`src/design/read_write_reservation_table_unit_macros.svh`:
```
// assertion macros for the reservation table unit
// used by the back end module; expects clk and rst in scope
`ifndef READ_WRITE_RESERVATION_TABLE_UNIT_MACROS_SVH
`define READ_WRITE_RESERVATION_TABLE_UNIT_MACROS_SVH

// same-cycle implication, off during reset
`define RWRT_ASSERT_NOW(label, ante, cons) \
  label: assert property (@(posedge clk) disable iff (rst) (ante) |-> (cons)) \
    else $error("rwrt assertion failed");

// next-cycle implication, off during reset
`define RWRT_ASSERT_NEXT(label, ante, cons) \
  label: assert property (@(posedge clk) disable iff (rst) (ante) |=> (cons)) \
    else $error("rwrt assertion failed");

`endif

```
`src/design/rwrt_queue.sv`:
```
// two-entry item queue between front and back end
// no package dependencies
module rwrt_queue #(
  parameter int WIDTH = 46
) (
  input  logic             clk,
  input  logic             rst,
  input  logic             push,
  input  logic [WIDTH-1:0] push_data,
  output logic             full,
  input  logic             pop,
  output logic             not_empty,
  output logic [WIDTH-1:0] pop_data
);

  logic [WIDTH-1:0] slot [2];
  logic             wr_ptr;
  logic             rd_ptr;
  logic [1:0]       count;

  assign full      = (count == 2'd2);
  assign not_empty = (count != 2'd0);
  assign pop_data  = slot[rd_ptr];

  always_ff @(posedge clk) begin
    if (push) begin
      slot[wr_ptr] <= push_data;
    end
  end

  always_ff @(posedge clk) begin
    if (rst) begin
      wr_ptr <= 1'b0;
      rd_ptr <= 1'b0;
      count  <= 2'd0;
    end else begin
      if (push) begin
        wr_ptr <= ~wr_ptr;
      end
      if (pop) begin
        rd_ptr <= ~rd_ptr;
      end
      case ({push, pop})
        2'b10:   count <= count + 2'd1;
        2'b01:   count <= count - 2'd1;
        default: count <= count;
      endcase
    end
  end

endmodule

```
`config.mk`:
```
export PLATFORM = sky130hd
export DESIGN_NAME = rwrt_queue
export DESIGN_NICKNAME = d
export VERILOG_FILES = /design/src/design/read_write_reservation_table_unit_macros.svh /design/src/design/rwrt_queue.sv
export SDC_FILE = /design/constraint.sdc
export NUM_CORES = 1
export LEC_CHECK = 0
export BUFFER_PORTS_ARGS = -buffer_cell sky130_fd_sc_hd__buf_2
export CAP_MARGIN = 5
export CORE_MARGIN = 2
export CORE_UTILIZATION = 51
export DETAILED_ROUTE_END_ITERATION = 10
export PLACE_DENSITY_LB_ADDON = 0.2
export SYNTH_ARGS = -nofsm -noshare
export SYNTH_HDL_FRONTEND = slang
export SYNTH_SLANG_ARGS = --single-unit
```
`constraint.sdc`:
```
create_clock -name clk -period 3.39 [get_ports clk]
set_clock_uncertainty 0.05 [all_clocks]
set_input_delay 0.1695 -clock clk [delete_from_list [all_inputs] [get_ports clk]]
set_output_delay 0.1695 -clock clk [all_outputs]
set_load 0.005 [all_outputs]
```
Word level (Yosys, flattened, before mapping)
Memories as Yosys holds them, arrays and structs flattened. A register that Yosys moved wholly into a read port is not among the register bits. Index checks and enable logic that the tools add are counted.

Register bits after elaboration: 4. RAM bits: 92. Bits of input ports: 50. Word-level logic and storage cells: 18. Memories kept: 1.

$add $sub $neg: 2. Equal/unequal tests: 3. Mux-type cells: 5. Bitwise gates (word level): 2. Reductions and logical operators: 2.

Memory list: slot (words 2, width 46, read ports 1, clocked after memory_dff 1, write ports 1, line rwrt_queue.sv:16) `logic [WIDTH-1:0] slot [2];`.

Operator list (count): == test 2 bit (second input constant) (2); two-way mux 1 bit (4); case mux 2 bit (2 select lines) (1); nonzero test 2 bit (2); adder 2 x 1 -> 2 bit (second input constant) (1); == test 2 x 1 -> 1 bit (second input constant) (1); NOT 1 bit (2); subtractor 2 x 1 -> 2 bit (second input constant) (1).

Depth between registers and ports, before layout
Depth in word-level cells: 3. Depth in mapped cells: 5.

Worst setup path after synthesis
OpenSTA, ideal clock, no wires.

Kind: register to register. From: reg wr_ptr. To: mem slot[0][0], enable pin. Setup time: 0.451 ns. Arrival time: 2.262 ns. Required time: 2.889 ns. Setup slack: 0.627 ns. Cell stages (with the launch flop): 2. Path buffers: 0. Cells stage by stage: dfxtp_1 -> nor2_1.

RTL lines: from (decl) (line rwrt_queue.sv:17) `logic wr_ptr;`; from (signal assigned) (line rwrt_queue.sv:38) `wr_ptr <= ~wr_ptr;`; to (decl) (line rwrt_queue.sv:16).

No word-level cell before the write port.

==> impl_metrics.csv <==
group,metric,value,unit
finish,most-common-layout-cells,"buf_2, edfxtp_1, dlygate4sd3_1",
clock_tree,clock_insertion_delay_worst_skew,0.34,ns
critical_path,setup.worst_path.end_class,"output port",
yosys,synth_cell_type_count,16,
status,outcome,"complete, no violations",
finish,layout.cells.most_common,"buf_2",
global_routing,track_usage,17.8,%
route,route.top_layer_used,"met4",
route,route.detailed.vias_per_inst,4.89,
die,effective_utilization_at_floorplan,52.1,%
finish,area_growth,34.7,%
route,drt.antenna.violating_nets,0,
pwr,irDropWorstVdd,0.000300,V
hold_path,hp-class,"in -> reg",
critical_path,timing.critical_path.arrival,2.01,ns
yosys,synth_top_family_by_area,"multiplexers",
clock_tree,cts_num_sinks,97,
die,row_count,30,
global_routing,antenna_found_initial,0,
route,drt-met1-wl,2.71,mm
route,detail_route.drc_violations,0,
die,core_area,6760,µm²
critical_path,worst_path_max_delay_cell,"dfxtp_2",
yosys,synth_enable_flop_cells,92,
yosys,synth_ff_type,"edfxtp_1",
clock_tree,cts_htree_levels,3,
finish,antennaDiodeCount,0,
timing,final-max-slew-violation-count,0,
route,detailroute.wirelength.met2,3.18,mm
yosys,simple_gate_share_of_the_synthesized_area,1.31,%
clock_tree,cts.hold.buffers_added,47,
clock_tree,clk_transition_reported_paths,0.08,ns
critical_path,critical_path.startpoint_type,"flip-flop",
critical_path,critPathKind,"reg -> out",
yosys,yosys.area_share.adder,0.355,%
global_routing,overflow,0,
global_routing,grt_start_max_net_pins,47,
clock_tree,post_cts.repair.setup_buffers,0,
route,drt-wirelength-per-cell,15.8,µm
timing,finalHoldWorstSlack,0.0662,ns
placed_design,gp_congestion,0.708,
yosys,synth_compound_gate_area_share,0.284,%
timing,clock.fmax,0.449,GHz
critical_path,timing.critical_path.slowest_cell_delay,1.08,ns
yosys,synthCells,165,
placed_design,placement.io_buffers,97,
yosys,synth_xor_xnor_area_share,0.994,%
clock_tree,clock_tree.root_cell,"clkbuf_8",
timing,post-route-worst-setup-slack,1.16,ns
job,drv.max_cap_violation_count,0,
timing,period_share,65.7,%
die,fp.dieW,87.1,µm
global_routing,grt_pass1_vias,2114,
die,pin_count,98,
critical_path,timing.reg2reg.worst_path_depth,1,
placed_design,placement.setup.worst_slack,1.51,ns
placed_design,post-dp-hpwl,3.66,mm
timing,unrepaired_setup_endpoints_after_global_routing,"no",
timing,timing_worst_slew_pin_value,1.13,ns
critical_path,r2r-start,"wr_ptr",
timing,finalHoldViolations,0,
timing,final-setup-viol-count,0,
clock_tree,post_cts_resized,0,
route,dr_wl_met3,282,µm
route,drtPass1Iterations,4,
critical_path,regToRegEndpoint,"slot[1][3]",
pwr,power,0.00242,W
critical_path,endpoint,"pop_data[14]",
clock_tree,cts_buffers,9,
yosys,synth_seq_cells,97,
yosys,synth.net_count,216,
timing,timing.max_slew.rel_slack,24.7,%
yosys,yosysSeqAreaShare,81.3,%
clock_tree,cts_tree,"yes",
critical_path,timing.critical_path.cells,"mux2_2, buf_2",
route,routed_wirelength,6.34,mm
timing,minimum_period_implied_by_the_final_worst_setup_slack,2.23,ns
critical_path,worst-r2r-setup-slack,1.58,ns
timing,timing.setup.tns,0,ns
yosys,netlist_area,3520,µm²
pwr,power_density_over_the_cells,510,nW/µm²
clock_tree,clock_tree.buffer_depth,2,
die,die-area,7590,µm²
finish,finalNetCount,367,
global_routing,grt_pass1_wl,9.92,mm
yosys,synth_async_sr_flop_share,0,%
pwr,power.leakage,1.81,nW
die,die_y,87.1,µm
critical_path,path_max_fanout,46,
yosys,post_synthesis_mux_area_share,14.7,%
route,num_vias,1959,
yosys,synth_area_per_cell,21.4,µm²
finish,final_layout_size_suffix_gt1_share,50.8,%
critical_path,critPathRequiredTime,3.17,ns
yosys,synth.yosys.warnings,0,
route,initial_drc_count,84,
layout make-up:
cell class                 count  area [µm²]
multi-input combinational     62         631
clock inverter                 7        61.3
inverter                       1        3.75
sequential                    97        2860
tap                           80         100
fill                         462        2010
timing repair buffer         145         963
clock buffer                   9         124
report_power, final:
| part | total, W | switching (W) | internal, W |
|---|---|---|---|
| Sequential | 0.00143 | 0.0000403 | 0.00139 |
| Combinational | 0.000282 | 0.000113 | 0.000169 |
| Clock | 0.000703 | 0.000369 | 0.000334 |
| Total | 0.00242 | 0.000523 | 0.00190 |
flip-flops by register name (all words and copies together), names as in the netlist, named ones only:
register	flops
rd_ptr	1
wr_ptr	1
count	2
slot	92
through the flow:
stage	cells	util [%]	area [µm²]
after global routing	401	70.3	4750
after detailed placement	338	60.6	4090
after global placement	338	60.6	4090
final	401	70.3	4750
after CTS	401	70.3	4750
after floorplan	165	-	3520
worst min-delay path by stage:
stage / startpoint / to / slack (ns) / depth (start not counted)
2_1_floorplan: rst / count[1] / 0.19 / 1
3_3_place_gp: push_data[30] / slot[1][30] / 0.31 / 1
3_5_place_dp: push_data[13] / slot[0][13] / 0.31 / 1
4_1_cts: pop / flip-flop / 0.04 / 3
5_1_grt: pop / flip-flop / 0.06 / 3
6_report: pop / flip-flop / 0.07 / 3
logic make-up (layout without fill, tap and decap cells):
| logic type | after synthesis | count (layout) |
|---|---|---|
| AO/OA/AOI/OAI | 2 | 2 |
| XOR/XNOR | 4 | 4 |
| buffers and inverters | 6 | 162 |
| AND/OR/NAND/NOR | 9 | 9 |
| adder cells (fa/ha/maj) | 1 | 1 |
| flip-flops | 97 | 97 |
| multiplexers | 46 | 46 |
worst max-delay path: cells and delay by family (launching register included):
family | cells | cell delay [ns]
mux | 1 | 0.43
buf+inv | 1 | 0.13
flops | 1 | 1.08
cells in the mapped netlist (all sizes together), types with 3 or more instances:
| cell | instances | area (µm²) |
|---|---|---|
| nor2 | 5 | 18.8 |
| dfxtp | 5 | 100 |
| xnor2 | 3 | 26.3 |
| edfxtp | 92 | 2760 |
| buf | 5 | 35.0 |
| mux2 | 46 | 518 |
routing by layer:
layer | track usage [%] | vias to the layer above
li1 | - | 945
met1 | 21.5 | 931
met2 | 30.0 | 67
met3 | 4.55 | 16
met4 | 8.67 | 0
met5 | 0 | -
No activity file was read; power rests on OpenSTA's default activity.
