==> config.mk <==
export PLATFORM = sky130hd
export DESIGN_NAME = rwrt_front
export DESIGN_NICKNAME = d
export VERILOG_FILES = /design/src/design/read_write_reservation_table_unit_macros.svh /design/src/design/rwrt_pkg.sv /design/src/design/rwrt_front.sv
export SDC_FILE = /design/constraint.sdc
export NUM_CORES = 1
export LEC_CHECK = 0
export BUFFER_PORTS_ARGS = -buffer_cell sky130_fd_sc_hd__buf_2
export CAP_MARGIN = 40
export CORE_MARGIN = 3
export CORE_UTILIZATION = 26
export DETAILED_ROUTE_END_ITERATION = 16
export PLACE_DENSITY = 0.86
export RECOVER_POWER = 25
export SKIP_LAST_GASP = 1
export SLEW_MARGIN = 20
export SYNTH_ARGS = -nofsm -noshare
export SYNTH_HDL_FRONTEND = slang
export SYNTH_SLANG_ARGS = --single-unit
==> constraint.sdc <==
create_clock -name vclk -period 2.25
set_clock_uncertainty 0.15 [all_clocks]
set_input_delay 0.45 -clock vclk [all_inputs]
set_output_delay 0.45 -clock vclk [all_outputs]
set_load 0.005 [all_outputs]
==> src/design/read_write_reservation_table_unit_macros.svh <==
// assertion macros for the reservation table unit
// used by the back end module; expects clk and rst in scope
`ifndef READ_WRITE_RESERVATION_TABLE_UNIT_MACROS_SVH
`define READ_WRITE_RESERVATION_TABLE_UNIT_MACROS_SVH

// same-cycle implication, off during reset
`define RWRT_ASSERT_NOW(label, ante, cons) \
  label: assert property (@(posedge clk) disable iff (rst) (ante) |-> (cons)) \
    else $error("rwrt assertion failed");

// next-cycle implication, off during reset
`define RWRT_ASSERT_NEXT(label, ante, cons) \
  label: assert property (@(posedge clk) disable iff (rst) (ante) |=> (cons)) \
    else $error("rwrt assertion failed");

`endif

==> src/design/rwrt_pkg.sv <==
// shared types and codes for the reservation table unit
// no dependencies
package rwrt_pkg;

  // input command codes
  localparam logic [1:0] CMD_RESERVE = 2'd0;
  localparam logic [1:0] CMD_ANALYZE = 2'd1;
  localparam logic [1:0] CMD_CLEAR   = 2'd2;

  // hazard flag positions
  localparam int FLAG_WAW = 0;
  localparam int FLAG_WAR = 1;
  localparam int FLAG_RAW = 2;

  // operation carried through the queue
  typedef enum logic [1:0] {
    OP_RESERVE,
    OP_ANALYZE,
    OP_CLEAR
  } op_t;

  typedef struct packed {
    op_t  op;
    logic is_write;
    logic last;
  } ctl_t;

endpackage

==> src/design/rwrt_front.sv <==
// front end: accepts input items, decodes the command, drops no-op items
// depends on rwrt_pkg
module rwrt_front #(
  parameter int KEY_BITS = 10,
  parameter int TXN_BITS = 32,
  parameter int ITEM_W   = 46
) (
  input  logic                in_valid,
  output logic                in_stall,
  input  logic [1:0]          command,
  input  logic                is_write,
  input  logic [KEY_BITS-1:0] key_index,
  input  logic [TXN_BITS-1:0] txn_id,
  input  logic                last_in_set,
  input  logic                q_full,
  input  logic                sweeping,
  output logic                push,
  output logic [ITEM_W-1:0]   push_data
);

  rwrt_pkg::ctl_t ctl;
  logic           keep;

  always_comb begin
    ctl.is_write = is_write;
    ctl.last     = last_in_set;
    ctl.op       = rwrt_pkg::OP_RESERVE;
    keep         = 1'b0;
    unique case (command)
      rwrt_pkg::CMD_RESERVE: begin
        // a zero id would erase a reservation
        ctl.op = rwrt_pkg::OP_RESERVE;
        keep   = (txn_id != '0);
      end
      rwrt_pkg::CMD_ANALYZE: begin
        ctl.op = rwrt_pkg::OP_ANALYZE;
        keep   = 1'b1;
      end
      rwrt_pkg::CMD_CLEAR: begin
        ctl.op = rwrt_pkg::OP_CLEAR;
        keep   = 1'b1;
      end
      default: begin
        keep = 1'b0;
      end
    endcase
  end

  assign in_stall  = q_full | sweeping;
  assign push      = in_valid & ~in_stall & keep;
  assign push_data = {ctl, key_index, txn_id};

endmodule

# Word-level counts from Yosys, hierarchy flattened
# Cells that the tools add are included.
# W data, S select, Z words.
# totals
regBits	0
out_inout_bits	48
# classes
bitwise	4
reduce_logical	3
muxes	2
eq_ne	2
# op_table
cell	count
$reduce_bool A32 Y1	1
$pmux W2 S2	1
$and A1 B1 Y1	2
$eq A2 B1 Y1 const B	1
$eq A2 B2 Y1 const B	1
$logic_not A2 Y1	1
$pmux W1 S2	1
$reduce_or A2 Y1	1
$not A1 Y1	1
$or A1 B1 Y1	1

# Logic depth before layout (Yosys ltp)
# logic_depth
depth_word	4
mapped_depth	6
depth_no_buf	6

# Worst setup path after synthesis
# No wires, ideal clock.
# synth_timing
kind	input to output
from	input port command[0]
to	output port push
n_path_buf	0
setup_slack_ps	191
path_stages	6
arrival_time_ps	1459
path_cell_list	inv_1 > ha_1 > nor4_1 > nand4_1 > nor4_2 > a21oi_1
# synth_via
elab_chain_cells	4
elab_cells_between_ends	6
classes_between	eq/ne (2); mux (1); bitwise (1); reduce/logical (2)
# synth_rtl
item	line_no	rtl
start: declaration	rwrt_front.sv:10	input logic [1:0] command,
$eq A2 B2 Y1 or $eq A2 B1 Y1 (tied branches)	rwrt_front.sv:29	unique case (command)
$reduce_or A2 Y1 (no source line)	n/a	
$pmux W1 S2 *	rwrt_front.sv:29	
$and A1 B1 Y1 *	rwrt_front.sv:50	assign push = in_valid & ~in_stall & keep;
end: declaration	rwrt_front.sv:17	output logic push,
# Mark *: on every way between the ends. The rest lies on a longest branch, timed or not.

# Worst setup path in the final report
# layout_timing
from	input port command[1]
to	output port push
# Same word-level chain as after synthesis.

==> flow_summary.html <==
<table>
<tr><th>Metric</th><th>Value</th></tr>
<tr><th colspan="2">Run status</th></tr>
<tr><td>Outcome</td><td>finished clean</td></tr>
<tr><th colspan="2">Synth</th></tr>
<tr><td>Sequential fraction of the synthesis area</td><td>0</td></tr>
<tr><td>Mapped Nets</td><td>118</td></tr>
<tr><td>Synth warnings</td><td>0</td></tr>
<tr><td>Post-synthesis share of cell area spent on xor and xnor gates</td><td>0</td></tr>
<tr><td>Adder and majority cell fraction of the synthesized area</td><td>0.102</td></tr>
<tr><td>Portion of netlist area occupied by mux cells</td><td>0</td></tr>
<tr><td>Largest family of logic cells by synthesized area</td><td>buffers and inverters</td></tr>
<tr><td>Post-Syn Instances</td><td>65</td></tr>
<tr><td>Mean cell area of the mapped netlist</td><td>7.53 um^2</td></tr>
<tr><td>Post-synthesis compound-gate area fraction</td><td>0.0205</td></tr>
<tr><td>Simple-gate portion of the synthesized area</td><td>0.187</td></tr>
<tr><td>Cell area after synthesis</td><td>489 um^2</td></tr>
<tr><td>Number of distinct library cells after synthesis</td><td>12</td></tr>
<tr><th colspan="2">Floorplanning</th></tr>
<tr><td>Die span in y</td><td>49.4 um</td></tr>
<tr><td>Overall die width</td><td>49.4 um</td></tr>
<tr><td>Die outline area</td><td>0.00244 mm^2</td></tr>
<tr><td>Initial core utilization</td><td>0.280</td></tr>
<tr><td>Number of placed I/O pins</td><td>97</td></tr>
<tr><td>Core Area</td><td>0.00175 mm^2</td></tr>
<tr><td>Number of rows created at floorplan</td><td>15</td></tr>
<tr><th colspan="2">Final layout</th></tr>
<tr><td>Antenna diodes</td><td>0</td></tr>
<tr><td>Area taken by flip-flops and latches</td><td>0 um^2</td></tr>
<tr><td>Number of clock buffer instances in the layout</td><td>0</td></tr>
<tr><td>FFs &amp; Latches</td><td>0</td></tr>
<tr><td>Layout cell share with drive strength beyond 1</td><td>0.859</td></tr>
<tr><td>Synthesis-to-layout area growth</td><td>33.0%</td></tr>
<tr><td>Final net count</td><td>154</td></tr>
<tr><td>Count of fill cells added during filler insertion</td><td>206</td></tr>
<tr><td>Final std cells w/o fill</td><td>124</td></tr>
<tr><th colspan="2">Power and ir drop</th></tr>
<tr><td>Internal power</td><td>60.9 uW</td></tr>
<tr><td>Sequential cell fraction of total power</td><td>0</td></tr>
<tr><td>Areal power density over the cells</td><td>160 mW/mm^2</td></tr>
<tr><td>Combinational fraction of design power</td><td>1.000</td></tr>
<tr><td>Leakage power total</td><td>0.375 nW</td></tr>
<tr><td>Switch share</td><td>0.414</td></tr>
<tr><td>Proportion of power drawn by the clock network</td><td>0</td></tr>
<tr><td>Worst IR drop on VDD</td><td>0.0000554 V</td></tr>
<tr><td>Switching power</td><td>43.1 uW</td></tr>
<tr><th colspan="2">Timing</th></tr>
<tr><td>Post-route setup slack</td><td>0.0610 ns</td></tr>
<tr><td>Fraction of the cycle the final worst path needs</td><td>0.973</td></tr>
<tr><td>Max Transition Viols Final</td><td>0</td></tr>
<tr><td>Worst-Margin Slew</td><td>0.346 ns</td></tr>
<tr><td>Setup repair after global routing missed its margin</td><td>true</td></tr>
<tr><td>Count of final hold-check violations</td><td>0</td></tr>
<tr><td>Max Clock Freq</td><td>457 MHz</td></tr>
<tr><td>Remaining max-slew budget at the tightest pin</td><td>0.767</td></tr>
<tr><td>Setup-violating endpoint count in the final report</td><td>0</td></tr>
<tr><td>Min Tclk post-route</td><td>2.19 ns</td></tr>
<tr><td>Final worst hold slack</td><td>0.750 ns</td></tr>
<tr><th colspan="2">Global route</th></tr>
<tr><td>First-pass GRT wire length</td><td>1980 um</td></tr>
<tr><td>Pin count of the biggest net entering global routing</td><td>3</td></tr>
<tr><td>Via count of the first global-routing pass</td><td>480</td></tr>
<tr><td>Overall global routing resource usage</td><td>0.0965</td></tr>
<tr><td>Antenna violations before repair</td><td>0</td></tr>
<tr><td>Overall overflow remaining after global route</td><td>0</td></tr>
<tr><th colspan="2">Min path</th></tr>
<tr><td>Worst hold endpoint</td><td>push_data[42]</td></tr>
<tr><td>Hold path start</td><td>last_in_set</td></tr>
<tr><td>Path category of the worst min-delay check</td><td>primary input to output port</td></tr>
<tr><td>Hold Path Stages</td><td>0</td></tr>
<tr><th colspan="2">Clock network</th></tr>
<tr><td>Count of hold-fix buffers inserted at cts</td><td>0</td></tr>
<tr><th colspan="2">Drt</th></tr>
<tr><td>DR pass1 iterations</td><td>1</td></tr>
<tr><td>Avg WL per Cell</td><td>11.3 um</td></tr>
<tr><td>Count of unresolved DRC violations after routing</td><td>0</td></tr>
<tr><td>Drt total wl</td><td>1400 um</td></tr>
<tr><td>Via count</td><td>524</td></tr>
<tr><td>Avg Vias per Cell</td><td>4.23</td></tr>
<tr><td>Count of routing violations after the opening detailed-route iteration</td><td>0</td></tr>
<tr><td>Residual antenna-violating net count after detailed routing</td><td>0</td></tr>
<tr><th colspan="2">Placement</th></tr>
<tr><td>Hpwl dp</td><td>1270 um</td></tr>
<tr><td>Cell total after placement</td><td>123</td></tr>
<tr><td>DP Worst Slack</td><td>-0.148 ns</td></tr>
<tr><td>Final GP Congestion</td><td>0.628</td></tr>
<tr><td>Count of input and output buffers</td><td>73</td></tr>
<tr><th colspan="2">Critical path</th></tr>
<tr><td>Category of the worst setup path capture point</td><td>output port</td></tr>
<tr><td>CP max FO</td><td>2</td></tr>
<tr><td>Required time of the worst setup path</td><td>1.65 ns</td></tr>
<tr><td>Start-to-end type of the worst setup path</td><td>primary input to output port</td></tr>
<tr><td>Worst Setup Start Kind</td><td>primary input</td></tr>
<tr><td>Critical Path Start</td><td>command[1]</td></tr>
<tr><td>Arrival time at the worst endpoint</td><td>1.59 ns</td></tr>
<tr><th colspan="2">Job</th></tr>
<tr><td>Number of maximum-capacitance constraint violations</td><td>0</td></tr>
</table>
-- synth_stat cells --
library cell / n / share of area
sky130_fd_sc_hd__a21oi_1: 1 / 0.010
sky130_fd_sc_hd__buf_4: 44 / 0.68
sky130_fd_sc_hd__ha_1: 4 / 0.10
sky130_fd_sc_hd__inv_1: 2 / 0.015
sky130_fd_sc_hd__nand2_1: 1 / 0.0077
sky130_fd_sc_hd__nand4_1: 1 / 0.013
sky130_fd_sc_hd__nor3b_1: 1 / 0.015
sky130_fd_sc_hd__nor4_1: 7 / 0.090
sky130_fd_sc_hd__nor4_2: 1 / 0.026
sky130_fd_sc_hd__o21ai_1: 1 / 0.010
sky130_fd_sc_hd__or2_1: 1 / 0.013
sky130_fd_sc_hd__or4_4: 1 / 0.023
-- cells in the final DEF, fill, tap and decap left out, types with 2 or more instances in the layout --
cell type	n
sky130_fd_sc_hd__ha_1	3
sky130_fd_sc_hd__nor4_2	2
sky130_fd_sc_hd__buf_2	71
sky130_fd_sc_hd__nor4_1	5
sky130_fd_sc_hd__buf_4	5
-- cell type report --
class,count,area [um^2],area share
Timing Repair Buffer,78,419,0.644
Multi-Input combinational cell,19,185,0.285
Tap cell,25,31.3,0.0481
Inverter,2,15.0,0.0231
-- critical path, stage by stage --
cell and delay (ns):
sky130_fd_sc_hd__buf_8 0.10, sky130_fd_sc_hd__inv_6 0.05, sky130_fd_sc_hd__ha_4 0.20, sky130_fd_sc_hd__nor4_4 0.21
sky130_fd_sc_hd__nand4_1 0.12, sky130_fd_sc_hd__nor4_2 0.23, sky130_fd_sc_hd__a21oi_1 0.09, sky130_fd_sc_hd__buf_2 0.13
-- through the flow --
step / power [mW] / area (um^2) / setup TNS (ns) / utilization
finish: 0.104 / 651 / 0 / 0.373
global route: 0.114 / 651 / -0.0504 / 0.373
CTS: 0.0927 / 592 / 0 / 0.339
detailed placement: 0.0915 / 586 / -0.148 / 0.335
global placement: 0.0896 / 586 / -0.0725 / 0.335
floorplan: 0.0733 / 489 / 0 / -
-- power groups by stage --
stage | combinational, mW | clock (mW) | sequential, mW
after floorplan | 0.0733 | 0 | 0
after global placement | 0.0896 | 0 | 0
after detailed placement | 0.0915 | 0 | 0
after CTS | 0.0927 | 0 | 0
after global routing | 0.114 | 0 | 0
final | 0.104 | 0 | 0
-- per-layer routing --
metal  vias to the layer above  GRT usage  wire length (um)
li1                        244          -                 -
met1                       224     0.0906               373
met3                         4     0.0428               260
met2                        52      0.192               755
met4                         0     0.0138                12
met5                         -          0                 0
-- logic make-up (layout without fill, tap and decap cells) --
logic type                 count (synthesis)  count (layout)
buffers and inverters                     46              80
and+or+nand+nor                           13              13
adders and majority gates                  4               4
AOI/OAI and AO/OA                          2               2
-- what timing repair did --
action | 4_1_cts | 5_1_grt
pin swaps | 3 | 5
endpoints found under the setup margin | 1 | 1
cloned | 0 | 0
gates resized for setup | 1 | 11
hold endpoints to repair | 0 | 0
buffers inserted | 0 | 1
-- how the worst max path moves through the flow --
stage          endpoint  slack (ns)  cells past startpoint
6_report           push        0.06                      8
5_1_grt            push       -0.05                      8
4_1_cts            push        0.05                      8
3_5_place_dp       push       -0.15                      8
3_3_place_gp       push       -0.07                      8
2_1_floorplan      push        0.19                      6
No activity file was read; power rests on OpenSTA's default activity.
